[config.mk]
export PLATFORM = sky130hd
export DESIGN_NAME = calendar_date_adder
export DESIGN_NICKNAME = d
export VERILOG_FILES = /design/src/rtl/core/cda_pkg.sv /design/src/rtl/core/cda_div.sv /design/src/rtl/core/calendar_date_adder.sv
export VERILOG_INCLUDE_DIRS = /design/src /design/src/rtl/core
export SDC_FILE = /design/constraint.sdc
export NUM_CORES = 1
export LEC_CHECK = 0
export ABC_AREA = 1
export BUFFER_PORTS_ARGS = -buffer_cell sky130_fd_sc_hd__buf_2
export CAP_MARGIN = 20
export CORE_MARGIN = 3
export CORE_UTILIZATION = 25
export CTS_BUF_LIST = sky130_fd_sc_hd__clkbuf_8 sky130_fd_sc_hd__clkbuf_16
export DETAILED_ROUTE_END_ITERATION = 6
export SETUP_SLACK_MARGIN = 0.4
export SYNTH_ARGS = -nofsm -noshare
export SYNTH_HDL_FRONTEND = slang
export SYNTH_SLANG_ARGS = --single-unit
export TNS_END_PERCENT = 5
[constraint.sdc]
create_clock -name clk -period 8.9 [get_ports clk]
set_input_delay 1.335 -clock clk [delete_from_list [all_inputs] [get_ports clk]]
set_output_delay 1.335 -clock clk [all_outputs]
set_load 0.005 [all_outputs]
[src/rtl/core/calendar_date_adder_macros.svh]
// Assertion macros shared by the date adder RTL.
`ifndef CALENDAR_DATE_ADDER_MACROS_SVH
`define CALENDAR_DATE_ADDER_MACROS_SVH

// Same-cycle implication, disabled while reset is asserted.
`define CDA_ASSERT_IMP(label, clk, rst_n, ante, cons) \
	label: assert property (@(posedge clk) disable iff (!rst_n) (ante) |-> (cons)) \
		else $error("calendar_date_adder: check failed");

// Next-cycle implication, disabled while reset is asserted.
`define CDA_ASSERT_NXT(label, clk, rst_n, ante, cons) \
	label: assert property (@(posedge clk) disable iff (!rst_n) (ante) |=> (cons)) \
		else $error("calendar_date_adder: check failed");

`endif

[src/rtl/core/cda_pkg.sv]
package cda_pkg;

	localparam int YEAR_BITS   = 14;
	localparam int AMOUNT_BITS = 12;

	// Width of the constant divider operand: a year, or month index plus amount.
	localparam int DIV_W  = (YEAR_BITS > AMOUNT_BITS + 1) ? YEAR_BITS : AMOUNT_BITS + 1;
	localparam int DIV_SH = DIV_W + 5;
	localparam int K_W    = DIV_SH - 3;
	localparam int PROD_W = DIV_W + K_W;

	// Day accumulator must hold a day of up to 31 plus a full amount.
	localparam int DAY_W = ((AMOUNT_BITS > 5) ? AMOUNT_BITS : 5) + 1;

	localparam logic [K_W-1:0]       RECIP_12   = K_W'((2 ** DIV_SH) / 12);
	localparam logic [K_W-1:0]       RECIP_25   = K_W'((2 ** DIV_SH) / 25);
	localparam logic [DIV_W-1:0]     DIVISOR_12 = DIV_W'(12);
	localparam logic [DIV_W-1:0]     DIVISOR_25 = DIV_W'(25);

	localparam logic [YEAR_BITS-1:0] YEAR_MAX   = '1;
	localparam logic [YEAR_BITS-1:0] RESET_YEAR = YEAR_BITS'(2022);
	localparam logic [4:0]           RESET_R25  = 5'(int'(RESET_YEAR) % 25);
	localparam logic [3:0]           RESET_MONTH = 4'd1;
	localparam logic [DAY_W-1:0]     RESET_DAY  = DAY_W'(12);

	localparam logic [3:0] MONTHS_PER_YEAR = 4'd12;
	localparam logic [4:0] MAX_DAY         = 5'd31;
	localparam logic [4:0] R25_LIMIT       = 5'd25;

	typedef enum logic [1:0] {
		ACT_LOAD   = 2'd0,
		ACT_DAYS   = 2'd1,
		ACT_MONTHS = 2'd2,
		ACT_YEARS  = 2'd3
	} action_t;

	typedef enum logic {
		DIV_BY_12 = 1'b0,
		DIV_BY_25 = 1'b1
	} div_sel_t;

	typedef enum logic [2:0] {
		ST_IDLE,
		ST_DAY_STEP,
		ST_MON_MUL,
		ST_MON_FIX,
		ST_LEAP_MUL,
		ST_LEAP_FIX
	} state_t;

	// Leap when divisible by 4, except centuries that are not divisible by 400.
	// Divisible by 100 means by 4 and 25; by 400 means by 16 and 25.
	function automatic logic is_leap(input logic [3:0] y_lo, input logic [4:0] r25);
		return (y_lo[1:0] == 2'd0) && ((r25 != 5'd0) || (y_lo == 4'd0));
	endfunction

	function automatic logic [4:0] month_len(input logic [3:0] m, input logic leap);
		logic [4:0] len;
		case (m) inside
			4'd4, 4'd6, 4'd9, 4'd11: len = 5'd30;
			4'd2:                    len = leap ? 5'd29 : 5'd28;
			default:                 len = 5'd31;
		endcase
		return len;
	endfunction

endpackage

[src/rtl/core/cda_div.sv]
// Divides by 12 or 25 with a reciprocal multiply. The operand and select
// must be held for two cycles; quotient and remainder are valid once the estimate is registered.
module cda_div (
	input  logic                       clk,
	input  logic [cda_pkg::DIV_W-1:0]  operand,
	input  cda_pkg::div_sel_t          sel,
	output logic [cda_pkg::DIV_W-1:0]  quotient,
	output logic [4:0]                 remainder
);
	import cda_pkg::*;

	logic [K_W-1:0]    recip;
	logic [PROD_W-1:0] prod;
	logic [PROD_W-1:0] prod_sh;
	logic [DIV_W-1:0]  q_est_s1;
	div_sel_t          sel_s1;
	logic [DIV_W-1:0]  divisor;
	logic [DIV_W-1:0]  q_mul;
	logic [DIV_W-1:0]  rem_raw;

	always_comb begin
		recip   = (sel == DIV_BY_12) ? RECIP_12 : RECIP_25;
		prod    = PROD_W'(operand) * PROD_W'(recip);
		prod_sh = prod >> DIV_SH;
	end

	always_ff @(posedge clk) begin
		q_est_s1 <= prod_sh[DIV_W-1:0];
		sel_s1   <= sel;
	end

	// The estimate is never high and at most one low, so one correction is enough.
	always_comb begin
		divisor = (sel_s1 == DIV_BY_12) ? DIVISOR_12 : DIVISOR_25;
		q_mul   = q_est_s1 * divisor;
		rem_raw = operand - q_mul;
		if (rem_raw >= divisor) begin
			quotient  = q_est_s1 + DIV_W'(1);
			remainder = 5'(rem_raw - divisor);
		end else begin
			quotient  = q_est_s1;
			remainder = 5'(rem_raw);
		end
	end

endmodule

[src/rtl/core/calendar_date_adder.sv]
// Gregorian date register with load and add-days/months/years commands. A
// word is taken when start is high and busy is low; its result date appears
// on the outputs for exactly one cycle with done high, and must be captured
// then since the block does not wait. A load or year add passes through the
// ST_LEAP_MUL and ST_LEAP_FIX states, which update the year's remainder mod
// 25 through the shared reciprocal divider; a month add first passes through
// ST_MON_MUL and ST_MON_FIX to divide the month index by 12. A day add steps
// the day counter down one month per cycle until the day fits. A new start
// may be given in the cycle where done is high.
`include "calendar_date_adder_macros.svh"

module calendar_date_adder (
	input  logic                             clk,
	input  logic                             arst_n,
	input  logic                             start,
	input  logic [1:0]                       action,
	input  logic [cda_pkg::YEAR_BITS-1:0]    load_year,
	input  logic [3:0]                       load_month,
	input  logic [4:0]                       load_day,
	input  logic [cda_pkg::AMOUNT_BITS-1:0]  amount,
	output logic                             busy,
	output logic                             done,
	output logic [cda_pkg::YEAR_BITS-1:0]    year_out,
	output logic [3:0]                       month_out,
	output logic [4:0]                       day_out,
	output logic                             year_overflow
);
	import cda_pkg::*;

	state_t                 state_q, state_nxt;
	logic [YEAR_BITS-1:0]   year_q;
	logic [3:0]             month_q;
	logic [DAY_W-1:0]       day_q;
	logic [4:0]             r25_q;
	logic                   ovf_q;
	logic                   done_q;
	logic [DIV_W-1:0]       op_q;
	div_sel_t               sel_q;

	logic                   accept;
	logic                   fin;
	action_t                act;
	logic [DIV_W-1:0]       quotient;
	logic [4:0]             remainder;
	logic                   leap_now;
	logic [4:0]             len;
	logic                   day_fits;
	logic [DIV_W-1:0]       addend;
	logic [DIV_W:0]         ysum;
	logic                   ysat;
	logic [YEAR_BITS-1:0]   year_new;
	logic [3:0]             lmonth;
	logic [4:0]             lday;
	logic [DIV_W-1:0]       mon_index;

	cda_div u_div (
		.clk       (clk),
		.operand   (op_q),
		.sel       (sel_q),
		.quotient  (quotient),
		.remainder (remainder)
	);

	assign act    = action_t'(action);
	assign accept = start && !busy;

	always_comb begin
		leap_now = is_leap(year_q[3:0], r25_q);
		len      = month_len(month_q, leap_now);
		day_fits = day_q <= DAY_W'(len);
	end

	// Saturating year add, shared by the year add and the month carry.
	always_comb begin
		addend   = (state_q == ST_MON_FIX) ? quotient : DIV_W'(amount);
		ysum     = (DIV_W + 1)'(year_q) + (DIV_W + 1)'(addend);
		ysat     = ysum > (DIV_W + 1)'(YEAR_MAX);
		year_new = ysat ? YEAR_MAX : ysum[YEAR_BITS-1:0];
	end

	always_comb begin
		if (load_month == 4'd0) begin
			lmonth = 4'd1;
		end else if (load_month > MONTHS_PER_YEAR) begin
			lmonth = MONTHS_PER_YEAR;
		end else begin
			lmonth = load_month;
		end
		lday      = (load_day == 5'd0) ? 5'd1 : load_day;
		mon_index = DIV_W'(month_q - 4'd1) + DIV_W'(amount);
	end

	always_comb begin
		state_nxt = state_q;
		case (state_q)
			ST_IDLE: begin
				if (start) begin
					case (act)
						ACT_DAYS:   state_nxt = ST_DAY_STEP;
						ACT_MONTHS: state_nxt = ST_MON_MUL;
						default:    state_nxt = ST_LEAP_MUL;
					endcase
				end
			end
			ST_DAY_STEP: begin
				if (day_fits) begin
					state_nxt = ST_IDLE;
				end
			end
			ST_MON_MUL:  state_nxt = ST_MON_FIX;
			ST_MON_FIX:  state_nxt = ST_LEAP_MUL;
			ST_LEAP_MUL: state_nxt = ST_LEAP_FIX;
			ST_LEAP_FIX: state_nxt = ST_IDLE;
			default:     state_nxt = ST_IDLE;
		endcase
	end

	always_comb begin
		busy = state_q != ST_IDLE;
		case (state_q)
			ST_DAY_STEP: fin = day_fits;
			ST_LEAP_FIX: fin = 1'b1;
			default:     fin = 1'b0;
		endcase
	end

	always_ff @(posedge clk or negedge arst_n) begin
		if (!arst_n) begin
			state_q <= ST_IDLE;
			year_q  <= RESET_YEAR;
			month_q <= RESET_MONTH;
			day_q   <= RESET_DAY;
			r25_q   <= RESET_R25;
			ovf_q   <= 1'b0;
			done_q  <= 1'b0;
		end else begin
			state_q <= state_nxt;
			done_q  <= fin;
			if (accept) begin
				ovf_q <= (act == ACT_YEARS) ? ysat : 1'b0;
				case (act)
					ACT_LOAD: begin
						year_q  <= load_year;
						month_q <= lmonth;
						day_q   <= DAY_W'(lday);
					end
					ACT_DAYS: begin
						day_q <= day_q + DAY_W'(amount);
					end
					ACT_MONTHS: begin
					end
					default: begin
						year_q <= year_new;
					end
				endcase
			end
			case (state_q)
				ST_DAY_STEP: begin
					if (!day_fits) begin
						day_q <= day_q - DAY_W'(len);
						if (month_q == MONTHS_PER_YEAR) begin
							month_q <= 4'd1;
							if (year_q == YEAR_MAX) begin
								ovf_q <= 1'b1;
							end else begin
								year_q <= year_q + YEAR_BITS'(1);
								r25_q  <= (r25_q == R25_LIMIT - 5'd1) ? 5'd0 : r25_q + 5'd1;
							end
						end else begin
							month_q <= month_q + 4'd1;
						end
					end
				end
				ST_MON_FIX: begin
					month_q <= remainder[3:0] + 4'd1;
					year_q  <= year_new;
					ovf_q   <= ysat;
				end
				ST_LEAP_FIX: begin
					r25_q <= remainder;
				end
				default: begin
				end
			endcase
		end
	end

	// Divider operand: the month index at the start of a month add, else the new year.
	always_ff @(posedge clk) begin
		if (accept) begin
			case (act)
				ACT_LOAD: begin
					op_q  <= DIV_W'(load_year);
					sel_q <= DIV_BY_25;
				end
				ACT_MONTHS: begin
					op_q  <= mon_index;
					sel_q <= DIV_BY_12;
				end
				default: begin
					op_q  <= DIV_W'(year_new);
					sel_q <= DIV_BY_25;
				end
			endcase
		end else if (state_q == ST_MON_FIX) begin
			op_q  <= DIV_W'(year_new);
			sel_q <= DIV_BY_25;
		end
	end

	assign done          = done_q;
	assign year_out      = year_q;
	assign month_out     = month_q;
	assign day_out       = day_q[4:0];
	assign year_overflow = ovf_q;

	`CDA_ASSERT_IMP(a_done_not_busy, clk, arst_n, done_q, !busy)
	`CDA_ASSERT_NXT(a_start_goes_busy, clk, arst_n, start && !busy, busy)
	`CDA_ASSERT_IMP(a_month_range, clk, arst_n, !busy, month_q >= 4'd1 && month_q <= MONTHS_PER_YEAR)
	`CDA_ASSERT_IMP(a_day_range, clk, arst_n, !busy, day_q >= DAY_W'(1) && day_q <= DAY_W'(MAX_DAY))
	`CDA_ASSERT_IMP(a_r25_range, clk, arst_n, 1'b1, r25_q < R25_LIMIT)

endmodule

==> impl_metrics.toml <==
[sta]
fin_crit_sh_pct = 85.4
final_max_slew_viol_count = 0
rsz0062_at_grt = "no"
setup_viol = 0
max_freq_mhz = 132
fin_skew_ns = 0.0116
slew_headroom_pct = 23.8
worstMarginPinSlew_ns = 1.14
finalSetupTns_ns = 0
hold_violations = 0
finalCriticalPeriod_ns = 7.60

[run_status]
run_status = "completed"

[yosys]
yosys.area.top_type = "fa_1"
synth.area.top_cells = "fa_1 (20%), ha_1 (18%), inv_1 (11%)"
synth_common_cells = "inv_1 (435), nand2_1 (326), ha_1 (203)"
synth_top_cell_area_share_pct = 20.0
ys.flop_type = "dfrtp_1"
postSynth.asyncResetShare_pct = 60.3
postSynthCellCount = 1919
synth_cell_types = 64
synth-seq-cells = 68
synthMostInstantiatedCell = "inv_1"
syn_area_per_cell_um2 = 7.41
seq_area_frac_synth_pct = 12.2
ys.warnings.count = 0
netlist_area_um2 = 14200
synth_edf_count = 15

[finish]
drive_gt1_share_pct = 7.33
fin_nets = 2359
fillerInstances = 6219
area_growth_pct = 10.3
design_area_um2 = 15700
num_antenna_cells = 0
finish.utilization_pct = 28.1

[clocking]
insertion_delay_ns = 0.34
ctsResizeCount = 0
path_clk_slew_ns = 0.07
cts_buffers = 9
cts_root_buf = "clkbuf_16"
post-cts-setup-buffers = 0
cts_sinks = 68
h-tree-depth = 3
holdBufCountCts = 0
clockBufferDepth = 2
cts_tree = "yes"

[drt]
drc = 0
routed-via-count = 12601
wl_um = 40100
drt_iter0_drc = 982
wl_per_cell_um = 14.7
postRouteAntennaNets = 0
drt_pre_antenna_iters = 5
vias_per_cell = 4.62

[worst_setup_path]
cp.arrival_ns = 7.82
crit_fanout = 23
end_kind = "flop"
crit_family = "adder cells"
path_common_cell = "nand2_1"
startpoint_type = "flop"
max_stage_delay_ns = 0.85
required_ns = 9.12
crit_buf_inv = 5
path_class = "flop to flop"
cpMaxStageDelayCell = "dfxtp_1"

[global_routing]
grt_max_degree = 42
antenna_found_initial = 0
grt_pass1_wl_um = 65000
gr-total-overflow = 0
grt_use_total_pct = 13.4
grt_pass1_vias = 12193

[die]
core-area_um2 = 55700
die-area_um2 = 59800
die-width_um = 245
row_count = 86
io_pins = 66
die_h_um = 245
start_util_pct = 25.5

[placement]
dp_hpwl_um = 33800
portBuffers = 65
placed_cell_area_um2 = 15400
gp_congestion = 0.895

[flow_run]
drv_cap = 0

[worst_hold_path]
hold_path.class = "flop to flop"
-- worst paths after layout --
kind	to	slack [ns]	start	cells past startpoint
hold reg to reg	state_q[1]	0.48	state_q[0]	1
setup reg to reg	year_out[0]	1.30	u_div.sel_s1	37
setup / recovery	year_out[0]	1.30	u_div.sel_s1	37
max in group asynchronous	year_out[3]	7.40	arst_n	2
min in group asynchronous	day_q[4]	1.07	arst_n	2
hold / removal	state_q[1]	0.48	state_q[0]	1
-- placed cells by master, fill, tap and decap left out, types with 12 or more instances in the layout --
cell	n
nand2_1	326
a22oi_1	13
nand4_1	15
nor2_1	114
xor2_1	46
dfstp_2	14
buf_2	65
o21ai_0	105
o22ai_1	18
o21bai_1	13
inv_1	435
conb_1	13
dfrtp_1	27
ha_1	203
edfxtp_1	15
fa_1	142
dfxtp_1	12
nand3_1	82
o221ai_1	13
a21oi_1	124
nor3_1	20
-- layout make-up --
class                           count  area, um2  area share [%]
Tap cell                          748        936            5.97
Inverter                          439       1650            10.5
Clock buffer                        9        225            1.44
Clock inverter                      7       56.3           0.359
Timing Repair Buffer               73        385            2.46
Sequential cell                    68       1730            11.1
Multi-Input combinational cell   1383      10700            68.2
-- sequential cells by signal, summed over array words and instances (netlist names) --
name,cells
day_q,13
done,1
month_out,4
op_q,14
r25_q,5
sel_q,1
state_q,3
u_div.q_est_s1,11
u_div.sel_s1,1
year_out,14
year_overflow,1
-- logic make-up after synthesis --
family | count (synthesis) | share of synthesized area, %
flops | 68 | 12.2
fa+ha+maj | 345 | 37.8
xor+xnor | 56 | 3.45
simple gates | 614 | 18.9
compound gates | 355 | 14.7
other cells | 2 | 0.0528
buf+inv | 479 | 12.9
-- per-layer routing --
layer,global-route usage [%],up-vias,share of wire [%]
met5,0,-,0
met4,1.98,0,1.3
met3,1.47,35,5.2
met2,22.7,348,46
met1,18.8,5946,47
li1,-,6272,-
-- per-stage QoR --
stage                     hold slack, ns  instances  setup WS, ns
after global routing               0.501       2727         0.503
after CTS                          0.474       2727          1.31
after floorplan                    0.368       1930          2.38
after global placement             0.465       2711          1.51
after detailed placement           0.466       2711          1.32
final                              0.479       2727          1.30
Power is not shown: default switching activity piles up to over one toggle a cycle in this logic, so the estimate is an artifact.
